<file path="src/rtl/spcf_pkg.sv">
// spcf_pkg: shared types, constants and decimal digit helpers for the
// servo position command framer; no dependencies
`default_nettype none

package spcf_pkg;

  // register map and reset values
  localparam int unsigned CfgAddrW = 4;
  localparam logic [1:0] RegDefaultDur = 2'd0;
  localparam logic [1:0] RegMaxServoId = 2'd1;
  localparam logic [1:0] RegMinPulse   = 2'd2;
  localparam logic [1:0] RegMaxPulse   = 2'd3;

  localparam logic [13:0] DefaultDurRst = 14'd400;
  localparam logic [9:0]  MaxServoIdRst = 10'd999;
  localparam logic [13:0] MinPulseRst   = 14'd500;
  localparam logic [13:0] MaxPulseRst   = 14'd2500;

  localparam logic [9:0]  IdCap  = 10'd999;
  localparam logic [13:0] DurCap = 14'd9999;

  // frame layout: byte positions
  localparam logic [3:0] PosHash  = 4'd0;
  localparam logic [3:0] PosId2   = 4'd1;
  localparam logic [3:0] PosId1   = 4'd2;
  localparam logic [3:0] PosId0   = 4'd3;
  localparam logic [3:0] PosP     = 4'd4;
  localparam logic [3:0] PosPw3   = 4'd5;
  localparam logic [3:0] PosPw2   = 4'd6;
  localparam logic [3:0] PosPw1   = 4'd7;
  localparam logic [3:0] PosPw0   = 4'd8;
  localparam logic [3:0] PosT     = 4'd9;
  localparam logic [3:0] PosDu3   = 4'd10;
  localparam logic [3:0] PosDu2   = 4'd11;
  localparam logic [3:0] PosDu1   = 4'd12;
  localparam logic [3:0] PosDu0   = 4'd13;
  localparam logic [3:0] PosBang  = 4'd14;

  localparam logic [7:0] ChHash = 8'h23;
  localparam logic [7:0] ChP    = 8'h50;
  localparam logic [7:0] ChT    = 8'h54;
  localparam logic [7:0] ChBang = 8'h21;
  localparam logic [3:0] ChDigitHi = 4'h3;

  typedef struct packed {
    logic [13:0] default_dur;
    logic [9:0]  max_servo_id;
    logic [13:0] min_pulse;
    logic [13:0] max_pulse;
  } cfg_t;

  // checked command: reject flag with id, pulse width and clamped duration
  typedef struct packed {
    logic        rej;
    logic [9:0]  id;
    logic [13:0] pw;
    logic [13:0] dur;
  } chk_t;

  // decimal digits, index 0 is the units digit
  typedef struct packed {
    logic            rej;
    logic [2:0][3:0] id_d;
    logic [3:0][3:0] pw_d;
    logic [3:0][3:0] du_d;
  } bcd_t;

  // v / 1000 for v below 10000, by reciprocal multiply
  function automatic logic [3:0] q1000(input logic [13:0] v);
    logic [27:0] p;
    p = {14'd0, v} * 28'd8389;
    return p[26:23];
  endfunction

  function automatic logic [9:0] r1000(input logic [13:0] v, input logic [3:0] q);
    logic [13:0] t;
    t = v - ({10'd0, q} * 14'd1000);
    return t[9:0];
  endfunction

  // v / 100 for v below 1000
  function automatic logic [3:0] q100(input logic [9:0] v);
    logic [16:0] p;
    p = {7'd0, v} * 17'd41;
    return p[15:12];
  endfunction

  function automatic logic [6:0] r100(input logic [9:0] v, input logic [3:0] q);
    logic [9:0] t;
    t = v - ({6'd0, q} * 10'd100);
    return t[6:0];
  endfunction

  // v / 10 for v below 100
  function automatic logic [3:0] q10(input logic [6:0] v);
    logic [14:0] p;
    p = {8'd0, v} * 15'd205;
    return p[14:11];
  endfunction

  function automatic logic [3:0] r10(input logic [6:0] v, input logic [3:0] q);
    logic [6:0] t;
    t = v - ({3'd0, q} * 7'd10);
    return t[3:0];
  endfunction

endpackage

`default_nettype wire

</file>
<file path="src/rtl/servo_position_command_framer_top.sv">
// servo position command framer: top level; commands pass the check, digit a,
// b, c and frame registers; one byte per cycle while the output is ready, 15
// a frame, one a rejection; the 4-stage front pipeline takes a command each
// cycle until full, so up to four commands queue behind the frame being sent
// reset is asynchronous active low: pipeline empties, registers take defaults
// depends on spcf_pkg, spcf_regs, spcf_check, spcf_digits, spcf_serial
`default_nettype none

module servo_position_command_framer_top (
  input  wire logic                           clk_i,
  input  wire logic                           rst_ni,
  // configuration port
  input  wire logic                           psel,
  input  wire logic                           penable,
  input  wire logic                           pwrite,
  input  wire logic [spcf_pkg::CfgAddrW-1:0]  paddr,
  input  wire logic [31:0]                    pwdata,
  output logic      [31:0]                    prdata,
  output logic                                pready,
  // command stream
  input  wire logic                           s_axis_tvalid,
  output logic                                s_axis_tready,
  input  wire logic [39:0]                    s_axis_tdata,  // servo_id, pulse_width, duration
  // frame stream
  output logic                                m_axis_tvalid,
  input  wire logic                           m_axis_tready,
  output logic      [7:0]                     m_axis_tdata,  // frame_byte
  output logic                                m_axis_tlast,
  output logic                                m_axis_tuser   // rejected
);
  import spcf_pkg::*;

  cfg_t cfg;
  chk_t chk_data;
  bcd_t bcd_data;
  logic chk_valid, chk_ready, bcd_valid, bcd_ready;

  spcf_regs u_regs (
    .clk_i   (clk_i),
    .rst_ni  (rst_ni),
    .psel    (psel),
    .penable (penable),
    .pwrite  (pwrite),
    .paddr   (paddr),
    .pwdata  (pwdata),
    .prdata  (prdata),
    .pready  (pready),
    .cfg_o   (cfg)
  );

  spcf_check u_check (
    .clk_i         (clk_i),
    .rst_ni        (rst_ni),
    .cfg_i         (cfg),
    .valid_i       (s_axis_tvalid),
    .ready_o       (s_axis_tready),
    .servo_id_i    (s_axis_tdata[10:0]),
    .pulse_width_i (s_axis_tdata[24:11]),
    .duration_i    (s_axis_tdata[39:25]),
    .valid_o       (chk_valid),
    .ready_i       (chk_ready),
    .data_o        (chk_data)
  );

  spcf_digits u_digits (
    .clk_i   (clk_i),
    .rst_ni  (rst_ni),
    .valid_i (chk_valid),
    .ready_o (chk_ready),
    .data_i  (chk_data),
    .valid_o (bcd_valid),
    .ready_i (bcd_ready),
    .data_o  (bcd_data)
  );

  spcf_serial u_serial (
    .clk_i     (clk_i),
    .rst_ni    (rst_ni),
    .valid_i   (bcd_valid),
    .ready_o   (bcd_ready),
    .data_i    (bcd_data),
    .m_valid_o (m_axis_tvalid),
    .m_ready_i (m_axis_tready),
    .m_byte_o  (m_axis_tdata),
    .m_last_o  (m_axis_tlast),
    .m_rej_o   (m_axis_tuser)
  );

endmodule

`default_nettype wire

</file>
<file path="src/rtl/spcf_regs.sv">
// spcf_regs: apb-style limit and default registers
// depends on spcf_pkg
`default_nettype none

module spcf_regs (
  input  wire logic                           clk_i,
  input  wire logic                           rst_ni,
  input  wire logic                           psel,
  input  wire logic                           penable,
  input  wire logic                           pwrite,
  input  wire logic [spcf_pkg::CfgAddrW-1:0]  paddr,
  input  wire logic [31:0]                    pwdata,
  output logic      [31:0]                    prdata,
  output logic                                pready,
  output spcf_pkg::cfg_t                      cfg_o
);
  import spcf_pkg::*;

  cfg_t cfg_q;
  logic wr_en;

  assign pready = 1'b1;
  assign wr_en  = psel && penable && pwrite;
  assign cfg_o  = cfg_q;

  // register write
  always_ff @(posedge clk_i or negedge rst_ni) begin
    if (!rst_ni) begin
      cfg_q.default_dur  <= DefaultDurRst;
      cfg_q.max_servo_id <= MaxServoIdRst;
      cfg_q.min_pulse    <= MinPulseRst;
      cfg_q.max_pulse    <= MaxPulseRst;
    end else if (wr_en) begin
      case (paddr[3:2])
        RegDefaultDur: cfg_q.default_dur  <= pwdata[13:0];
        RegMaxServoId: cfg_q.max_servo_id <= pwdata[9:0];
        RegMinPulse:   cfg_q.min_pulse    <= pwdata[13:0];
        RegMaxPulse:   cfg_q.max_pulse    <= pwdata[13:0];
        default: ;
      endcase
    end
  end

  // read back
  always_comb begin
    case (paddr[3:2])
      RegDefaultDur: prdata = {18'd0, cfg_q.default_dur};
      RegMaxServoId: prdata = {22'd0, cfg_q.max_servo_id};
      RegMinPulse:   prdata = {18'd0, cfg_q.min_pulse};
      RegMaxPulse:   prdata = {18'd0, cfg_q.max_pulse};
      default:       prdata = 32'd0;
    endcase
  end

endmodule

`default_nettype wire

</file>
<file path="src/rtl/spcf_check.sv">
// spcf_check: first pipeline stage, range checks and duration select/clamp
// depends on spcf_pkg
`default_nettype none

module spcf_check (
  input  wire logic            clk_i,
  input  wire logic            rst_ni,
  input  wire spcf_pkg::cfg_t  cfg_i,
  input  wire logic            valid_i,
  output logic                 ready_o,
  input  wire logic [10:0]     servo_id_i,
  input  wire logic [13:0]     pulse_width_i,
  input  wire logic [14:0]     duration_i,
  output logic                 valid_o,
  input  wire logic            ready_i,
  output spcf_pkg::chk_t       data_o
);
  import spcf_pkg::*;

  logic        valid_q;
  chk_t        data_q, data_d;
  logic [9:0]  id_lim;
  logic        id_ok, pw_ok;
  logic [13:0] dur_sel;

  assign ready_o = !valid_q || ready_i;
  assign valid_o = valid_q;
  assign data_o  = data_q;

  // limit checks and duration handling
  always_comb begin
    id_lim  = (cfg_i.max_servo_id > IdCap) ? IdCap : cfg_i.max_servo_id;
    id_ok   = !servo_id_i[10] && (servo_id_i[9:0] <= id_lim);
    pw_ok   = !pulse_width_i[13] && (pulse_width_i >= cfg_i.min_pulse) &&
              (pulse_width_i <= cfg_i.max_pulse);
    dur_sel = (duration_i[14] || duration_i == 15'd0) ? cfg_i.default_dur
                                                       : duration_i[13:0];
    data_d.rej = !(id_ok && pw_ok);
    data_d.id  = servo_id_i[9:0];
    data_d.pw  = pulse_width_i;
    data_d.dur = (dur_sel > DurCap) ? DurCap : dur_sel;
  end

  always_ff @(posedge clk_i or negedge rst_ni) begin
    if (!rst_ni) begin
      valid_q <= 1'b0;
    end else if (ready_o) begin
      valid_q <= valid_i;
    end
  end

  always_ff @(posedge clk_i) begin
    if (ready_o && valid_i) begin
      data_q <= data_d;
    end
  end

endmodule

`default_nettype wire

</file>
<file path="src/rtl/spcf_digits.sv">
// spcf_digits: three pipeline stages of binary to decimal digit extraction
// depends on spcf_pkg
`default_nettype none

module spcf_digits (
  input  wire logic            clk_i,
  input  wire logic            rst_ni,
  input  wire logic            valid_i,
  output logic                 ready_o,
  input  wire spcf_pkg::chk_t  data_i,
  output logic                 valid_o,
  input  wire logic            ready_i,
  output spcf_pkg::bcd_t       data_o
);
  import spcf_pkg::*;

  logic       va_q, vb_q, vc_q;
  logic       en_a, en_b, en_c;
  bcd_t       da_q, db_q, dc_q;
  bcd_t       da_d, db_d, dc_d;
  logic [6:0] id_ra_q;
  logic [9:0] pw_ra_q, du_ra_q;
  logic [6:0] pw_rb_q, du_rb_q;
  logic [3:0] pw_th, du_th, id_h, id_t, pw_h, du_h, pw_t, du_t;

  assign en_c    = !vc_q || ready_i;
  assign en_b    = !vb_q || en_c;
  assign en_a    = !va_q || en_b;
  assign ready_o = en_a;
  assign valid_o = vc_q;
  assign data_o  = dc_q;

  // valid bits
  always_ff @(posedge clk_i or negedge rst_ni) begin
    if (!rst_ni) begin
      va_q <= 1'b0;
      vb_q <= 1'b0;
      vc_q <= 1'b0;
    end else begin
      if (en_a) va_q <= valid_i;
      if (en_b) vb_q <= va_q;
      if (en_c) vc_q <= vb_q;
    end
  end

  // stage a: thousands digits, id hundreds
  assign pw_th = q1000(data_i.pw);
  assign du_th = q1000(data_i.dur);
  assign id_h  = q100(data_i.id);

  always_comb begin
    da_d         = '0;
    da_d.rej     = data_i.rej;
    da_d.pw_d[3] = pw_th;
    da_d.du_d[3] = du_th;
    da_d.id_d[2] = id_h;
  end

  always_ff @(posedge clk_i) begin
    if (en_a && valid_i) begin
      da_q    <= da_d;
      pw_ra_q <= r1000(data_i.pw, pw_th);
      du_ra_q <= r1000(data_i.dur, du_th);
      id_ra_q <= r100(data_i.id, id_h);
    end
  end

  // stage b: hundreds digits, id tens and units
  assign pw_h = q100(pw_ra_q);
  assign du_h = q100(du_ra_q);
  assign id_t = q10(id_ra_q);

  always_comb begin
    db_d         = da_q;
    db_d.pw_d[2] = pw_h;
    db_d.du_d[2] = du_h;
    db_d.id_d[1] = id_t;
    db_d.id_d[0] = r10(id_ra_q, id_t);
  end

  always_ff @(posedge clk_i) begin
    if (en_b && va_q) begin
      db_q    <= db_d;
      pw_rb_q <= r100(pw_ra_q, pw_h);
      du_rb_q <= r100(du_ra_q, du_h);
    end
  end

  // stage c: tens and units digits
  assign pw_t = q10(pw_rb_q);
  assign du_t = q10(du_rb_q);

  always_comb begin
    dc_d         = db_q;
    dc_d.pw_d[1] = pw_t;
    dc_d.pw_d[0] = r10(pw_rb_q, pw_t);
    dc_d.du_d[1] = du_t;
    dc_d.du_d[0] = r10(du_rb_q, du_t);
  end

  always_ff @(posedge clk_i) begin
    if (en_c && vb_q) begin
      dc_q <= dc_d;
    end
  end

endmodule

`default_nettype wire

</file>
<file path="src/rtl/spcf_serial.sv">
// spcf_serial: frame holding register and byte serialiser for the output stream
// depends on spcf_pkg
`default_nettype none

module spcf_serial (
  input  wire logic            clk_i,
  input  wire logic            rst_ni,
  input  wire logic            valid_i,
  output logic                 ready_o,
  input  wire spcf_pkg::bcd_t  data_i,
  output logic                 m_valid_o,
  input  wire logic            m_ready_i,
  output logic [7:0]           m_byte_o,
  output logic                 m_last_o,
  output logic                 m_rej_o
);
  import spcf_pkg::*;

  logic       valid_q;
  logic [3:0] idx_q;
  bcd_t       frame_q;
  logic       last;
  logic [7:0] byte_sel;

  assign last      = frame_q.rej || (idx_q == PosBang);
  assign ready_o   = !valid_q || (m_ready_i && last);
  assign m_valid_o = valid_q;
  assign m_last_o  = last;
  assign m_rej_o   = frame_q.rej;
  assign m_byte_o  = frame_q.rej ? 8'd0 : byte_sel;

  // byte select by position
  always_comb begin
    case (idx_q)
      PosHash: byte_sel = ChHash;
      PosId2:  byte_sel = {ChDigitHi, frame_q.id_d[2]};
      PosId1:  byte_sel = {ChDigitHi, frame_q.id_d[1]};
      PosId0:  byte_sel = {ChDigitHi, frame_q.id_d[0]};
      PosP:    byte_sel = ChP;
      PosPw3:  byte_sel = {ChDigitHi, frame_q.pw_d[3]};
      PosPw2:  byte_sel = {ChDigitHi, frame_q.pw_d[2]};
      PosPw1:  byte_sel = {ChDigitHi, frame_q.pw_d[1]};
      PosPw0:  byte_sel = {ChDigitHi, frame_q.pw_d[0]};
      PosT:    byte_sel = ChT;
      PosDu3:  byte_sel = {ChDigitHi, frame_q.du_d[3]};
      PosDu2:  byte_sel = {ChDigitHi, frame_q.du_d[2]};
      PosDu1:  byte_sel = {ChDigitHi, frame_q.du_d[1]};
      PosDu0:  byte_sel = {ChDigitHi, frame_q.du_d[0]};
      PosBang: byte_sel = ChBang;
      default: byte_sel = 8'd0;
    endcase
  end

  // position counter and frame load
  always_ff @(posedge clk_i or negedge rst_ni) begin
    if (!rst_ni) begin
      valid_q <= 1'b0;
      idx_q   <= PosHash;
    end else if (ready_o) begin
      valid_q <= valid_i;
      idx_q   <= PosHash;
    end else if (m_ready_i) begin
      idx_q   <= idx_q + 4'd1;
    end
  end

  always_ff @(posedge clk_i) begin
    if (ready_o && valid_i) begin
      frame_q <= data_i;
    end
  end

endmodule

`default_nettype wire

</file>
<file path="config.mk">
export PLATFORM = sky130hd
export DESIGN_NAME = servo_position_command_framer_top
export DESIGN_NICKNAME = d
export VERILOG_FILES = /design/src/rtl/spcf_pkg.sv /design/src/rtl/servo_position_command_framer_top.sv /design/src/rtl/spcf_regs.sv /design/src/rtl/spcf_check.sv /design/src/rtl/spcf_digits.sv /design/src/rtl/spcf_serial.sv
export SDC_FILE = /design/constraint.sdc
export NUM_CORES = 1
export LEC_CHECK = 0
export BUFFER_PORTS_ARGS = -buffer_cell sky130_fd_sc_hd__buf_2
export CAP_MARGIN = 10
export CORE_UTILIZATION = 60
export DETAILED_ROUTE_END_ITERATION = 16
export PLACE_DENSITY = 0.8
export SLEW_MARGIN = 20
export SYNTH_ARGS = -nofsm -noshare
export SYNTH_HDL_FRONTEND = slang
export SYNTH_SLANG_ARGS = --single-unit
export TNS_END_PERCENT = 20
</file>
<file path="constraint.sdc">
create_clock -name clk_i -period 10.6 [get_ports clk_i]
set_clock_uncertainty 0.2 [all_clocks]
set_input_delay 1.59 -clock clk_i [delete_from_list [all_inputs] [get_ports clk_i]]
set_output_delay 1.59 -clock clk_i [all_outputs]
set_load 0.005 [all_outputs]
</file>
# Word-level counts from Yosys, hierarchy flattened
# Index checks and enable logic that the tools add are counted.
[classes]
addsub = 9
mul = 16
div_mod_pow = 0
magnitude_cmp = 5
n_eq_ne = 17
shift = 0
muxes = 7
bitwise = 0
reduce_logical = 35
[op_table]
columns = ["operator", "n"]
rows = [
  ["32-bit one-hot mux with 4 select lines", 1],
  ["7-bit one-hot mux with 15 select lines", 1],
  ["14-bit by 14-bit multiplier with 27-bit output (second input constant)", 2],
  ["10-bit by 6-bit multiplier with 16-bit output (second input constant)", 3],
  ["7-bit by 8-bit multiplier with 15-bit output (second input constant)", 3],
  ["4-bit == test (second input constant)", 7],
  ["7-bit subtractor", 3],
  ["10-bit subtractor", 2],
  ["4-bit by 3-bit == test with 1-bit output (second input constant)", 4],
  ["15-bit logical NOT", 1],
  ["4-bit by 5-bit multiplier with 5-bit output (second input constant)", 3],
  ["14-bit >= comparator", 1],
  ["14-bit > comparator (second input constant)", 1],
  ["14-bit less-or-equal comparator", 1],
  ["4-bit by 7-bit multiplier with 7-bit output (second input constant)", 2],
  ["14-bit 2-to-1 mux", 1],
  ["1-bit logical AND", 12],
  ["4-bit by 3-bit multiplier with 3-bit output (second input constant)", 3],
  ["4-bit subtractor", 3],
  ["10-bit > comparator (second input constant)", 1],
  ["10-bit less-or-equal comparator", 1],
  ["10-bit 2-to-1 mux", 1],
  ["4-bit by 2-bit == test with 1-bit output (second input constant)", 2],
  ["1-bit logical NOT", 8],
  ["other kinds (11)", 22],
]
[word_totals]
ff_bits = 273
latchBits = 0
mem_bits_rw = 0
romBits = 0
in_bits = 83
out_inout_bits = 45
elab_cells = 144
mem_count = 0

# Logic depth before layout (Yosys ltp)
[depth]
ltp_word = 9
depth_mapped = 30
depth_no_buf = 30

# Hierarchy
# From an unflattened synthesis, not the netlist that was laid out.
[hier_totals]
cells_unflattened = 1853
hier_area_um2 = 22027.4
[modules_own_cells]
columns = ["module", "n_inst", "cells_each", "area_per_inst_um2", "seq_area_each_um2"]
rows = [
  ["spcf_digits", 1, 1297, 14636.5, 3918.8],
  ["spcf_check", 1, 232, 2582.5, 1196.1],
  ["spcf_regs", 1, 160, 2576.2, 1328.8],
  ["spcf_serial", 1, 164, 2232.1, 1476.4],
]

# Worst setup path before layout
# Ideal clock, no wire load.
[synth_timing]
path_kind = "register -> register"
startpoint = "reg u_check.data_q, in the netlist u_check.data_o[20]"
endpoint = "reg u_digits.pw_ra_q[9] (data pin)"
setup_ps = 268
t_arrival_ps = 6964
slack_ps = 3168
stages_incl_launch_ff = 28
n_path_buf = 0
synth_period_minus_slack_ps = 7432
path_cell_list = "edfxtp_1 -> ha_1 -> ha_1 -> ha_1 -> ha_1 -> fa_1 -> inv_1 -> fa_1 -> inv_1 -> ha_1 -> a21o_1 -> a21oi_2 -> o221ai_1 -> a221o_1 -> a211oi_2 -> o21bai_1 -> a21oi_1 -> xnor2_1 -> ha_1 -> inv_1 -> fa_1 -> fa_1 -> ha_1 -> and2_1 -> o21a_1 -> nor2_1 -> xnor2_1 -> xnor3_1"
[synth_rtl]
columns = ["item", "line_no", "source"]
rows = [
  ["start, declared", "spcf_check.sv:21", "chk_t data_q, data_d;"],
  ["start signal, assigned", "spcf_check.sv:54", "data_q <= data_d;"],
  ["end signal, assigned", "spcf_digits.sv:62", "pw_ra_q <= r1000(data_i.pw, pw_th);"],
  ["end, declared", "spcf_digits.sv:22", "logic [9:0] pw_ra_q, du_ra_q;"],
]

==> implementation parameters <==
Parameter                              Value

Setup path
  Crit path max-delay cell type    sky130_fd_sc_hd__edfxtp_1
  Nature of the critical path startpoint    flop
  Largest fanout on the critical path    6
  Critical path class    reg -> reg
  Most frequent CP cell    sky130_fd_sc_hd__ha_1
  CP endpoint kind    flop
  Arr. time, crit path    just over 8 ns
  Required time at the endpoint of the critical path    about 11 ns
  Worst stage delay on the critical path    0.57 ns

Global route
  Overflow after GRT    0
  Pin count of the biggest net entering global routing    just over 60
  Initial antenna violation count    7
  Tot GR Track Use    a little under a quarter
  Number of global-route vias before repair    approximately 14000
  First-pass GRT wire length    about 67000 µm

Placement
  Port Buffer Count    87
  Pre-CTS setup slack    2.43 ns
  Half-perimeter wire length of the detailed placement result    roughly 32000 µm
  Weighted congestion reported at the end of routability-driven placement    between 0.8 and 0.9

Clock tree
  TritonCTS clock tree    built
  Number of buffers on the longest clock path    3
  CTS Buf Count    28
  Clock root buffer master    sky130_fd_sc_hd__clkbuf_16
  Worst skew pair latency    between 0.5 and 0.6 ns
  Clock-pin transition on the worst setup and hold timing paths    ~0.07 ns
  Total of cells resized after clock tree synthesis    0
  Count of H-tree levels built during CTS    1
  Postcts setup bufs    0
  Clock sink count    approximately 270
  Hold bufs inserted after CTS    0

Floorplanning
  Die W    191 µm
  DIE AREA    between 0.03 and 0.04 mm²
  Overall die height    roughly 190 µm
  # rows    68
  Top Ports    between 100 and 150
  Starting density of the core    between 60% and 70%
  Placeable core region    between 0.03 and 0.04 mm²

STA
  Smallest setup slack after layout    2.43 ns
  FMAX    approximately 120 MHz
  Worst slew margin    roughly a fifth
  Final Hold Fails    0
  Count of pins over their slew limit    0
  Share of the cycle needed by the critical path after routing    77.0%
  Final critical path time including I/O delays and setup    between 8 and 9 ns
  Count of endpoints failing setup in the final report    0
  Setup repair after global routing missed its margin    false
  Final sum of negative setup slack    0 ns
  Transition time at the pin with the least slew margin    between 1 and 1.5 ns

Route
  Antenna violation net count after detailed routing    0
  Average wire per cell in the routed design    around 17 µm
  DRC violations left    0
  First-iteration detailed-routing DRC count    733
  Total detailed-routing wirelength    about 40000 µm
  Detailed-route vias per instance    approximately 5.6
  Number of vias in the routed layout    13538
  Initial DRT Pass Iterations    7

Final layout
  Fraction of layout instances using a drive strength above 1    a little under an eighth
  Layout Nets    approximately 2600
  Footprint of the multi-input gates    0.0121 mm²
  Layout-stage area growth over the synthesis result    8.72%
  FF+latch area    around 0.0079 mm²
  Total of fill cells in the finished design    about 2500

Yosys
  Post-synthesis cell count    ~1800
  Synthesis Warnings    0
  Synth Register Bits    273
  Number of flops mapped to enable cells by yosys    212
  Cell Area, Synth    ~0.021 mm²
  Register area share after synthesis    a little under two fifths
  Synthesized area per cell    about 12 µm²
  Synth async-reset ratio    roughly 22%
  Most used flip-flop cell after synthesis    sky130_fd_sc_hd__edfxtp_1
  Synth cell types    65

Run status
  Status    completed

Flow run
  Count of maximum capacitance violations    0

Worst hold path
  Worst min-delay path category    reg -> reg
[registers in the layout (all words and copies together), names as in the netlist]
name and flops:
u_check.data_o 39, u_check.valid_o 1, u_digits.da_q 13, u_digits.data_o 45
u_digits.db_q 29, u_digits.du_ra_q 10, u_digits.du_rb_q 7, u_digits.id_ra_q 7
u_digits.pw_ra_q 10, u_digits.pw_rb_q 7, u_digits.va_q 1, u_digits.valid_o 1
u_digits.vb_q 1, u_regs.cfg_o 52, u_serial.frame_q 44, u_serial.idx_q 4
u_serial.m_rej_o 1, u_serial.m_valid_o 1
[synthesized netlist by cell type, types with 22 or more instances]
cell type                  count  area share (%)
sky130_fd_sc_hd__inv_1       336             5.9
sky130_fd_sc_hd__a21oi_1      56             1.3
sky130_fd_sc_hd__fa_1         92             8.6
sky130_fd_sc_hd__nand2_1      56            0.98
sky130_fd_sc_hd__mux2_2       41             2.2
sky130_fd_sc_hd__a21o_1       27            0.94
sky130_fd_sc_hd__nor2_1       35            0.61
sky130_fd_sc_hd__edfxtp_1    212              30
sky130_fd_sc_hd__xnor2_1      57             2.3
sky130_fd_sc_hd__o21ai_0      57             1.3
sky130_fd_sc_hd__dfstp_2      22             2.7
sky130_fd_sc_hd__dfrtp_1      39             4.5
sky130_fd_sc_hd__xor2_1       34             1.4
sky130_fd_sc_hd__ha_1        476              28
[metal layers]
metal  up-vias  track usage [%]  routed length, µm
li1       6538                -                  -
met1      6524             28.1              16900
met2       353             40.3              19700
met3       113             5.03               2440
met4        10             7.84               1350
met5         -                0                 63
[kinds of logic (layout without fill, tap and decap cells)]
group	after synthesis	count (layout)	synth area share (%)
AOI/OAI and AO/OA	244	244	7.47
and+or+nand+nor	200	200	4.64
buffers and inverters	379	479	6.98
other	2	22	0.0350
DFF	273	273	36.9
muxes	64	64	3.81
adders and majority gates	568	568	36.3
xor gates and xnor gates	92	92	3.82
[worst paths after layout]
| kind | slack (ns) | start | end | depth (start not counted) |
|---|---|---|---|---|
| worst max register to register | 2.43 | u_check.data_o[21]$_DFFE_PP_ | u_digits.pw_ra_q[9]$_DFFE_PP_ | 27 |
| max in group asynchronous | 8.62 | rst_ni | u_digits.vb_q$_DFFE_PN0P_ | 2 |
| worst min register to register | 0.21 | u_digits.data_o[39]$_DFFE_PP_ | u_serial.frame_q[39]$_DFFE_PP_ | 0 |
| worst max-delay path | 2.43 | u_check.data_o[21]$_DFFE_PP_ | u_digits.pw_ra_q[9]$_DFFE_PP_ | 27 |
| min in group asynchronous | 1.02 | rst_ni | u_regs.cfg_o[10]$_DFFE_PN0P_ | 2 |
| worst min-delay path | 0.21 | u_digits.data_o[39]$_DFFE_PP_ | u_serial.frame_q[39]$_DFFE_PP_ | 0 |
[cell usage in the layout (no fill, tap or decap), drive strengths merged, types with 5 or more instances in the layout]
master / netlist / layout
a22oi: 5 / 5
xor2: 34 / 34
fa: 92 / 92
ha: 476 / 476
nor4: 6 / 6
edfxtp: 212 / 212
o21bai: 9 / 9
dfstp: 22 / 22
o21a: 11 / 11
mux2: 41 / 41
nor2: 35 / 35
nor2b: 12 / 12
a21oi: 57 / 57
conb: 2 / 20
nand2b: 18 / 18
a31oi: 15 / 15
clkbuf: 20 / 38
dfrtp: 39 / 39
o21ai: 60 / 60
nor3: 13 / 13
buf: 23 / 91
a222oi: 5 / 5
xnor2: 57 / 57
nand4: 13 / 13
nand3: 21 / 21
or2: 5 / 5
inv: 336 / 337
a22o: 5 / 5
a211oi: 7 / 7
a21o: 27 / 27
clkinv: 0 / 9
mux4: 10 / 10
nand2: 57 / 57
mux2i: 13 / 13
and2: 13 / 13
a2111oi: 5 / 5
and3: 5 / 5
[layout make-up]
type | count | area share [%]
Multi-Input combinational cell | 1188 | 52.0
Sequential cell | 273 | 33.9
Inverter | 336 | 5.41
Clock buffer | 38 | 3.44
Tap cell | 455 | 2.44
Timing Repair Buffer | 91 | 2.08
Clock inverter | 14 | 0.660
Antenna cell | 2 | 0.0215
[worst max-delay path, delay by kind of cell, from the launching register on]
kind	cells	cell delay, ns
AO/OA/AOI/OAI	8	1.72
AND/OR/NAND/NOR	2	0.28
adder cells (fa/ha/maj)	11	4.23
flip-flops	1	0.57
XOR/XNOR	3	0.73
buffers and inverters	3	0.16
[metrics by stage]
stage / std cells / util, % / cell area, µm² / hold WS, ns
floorplan: 1840 / - / 21500 / 0.200
global placement: 2342 / 64.0 / 22300 / 0.203
detailed placement: 2342 / 64.0 / 22300 / 0.205
CTS: 2394 / 66.8 / 23300 / 0.217
global route: 2395 / 66.9 / 23300 / 0.217
finish: 2397 / 66.9 / 23300 / 0.212
Power is left out: the tool's default activity adds up to more than one toggle a clock period on the data nets, which glitch-free logic cannot reach.
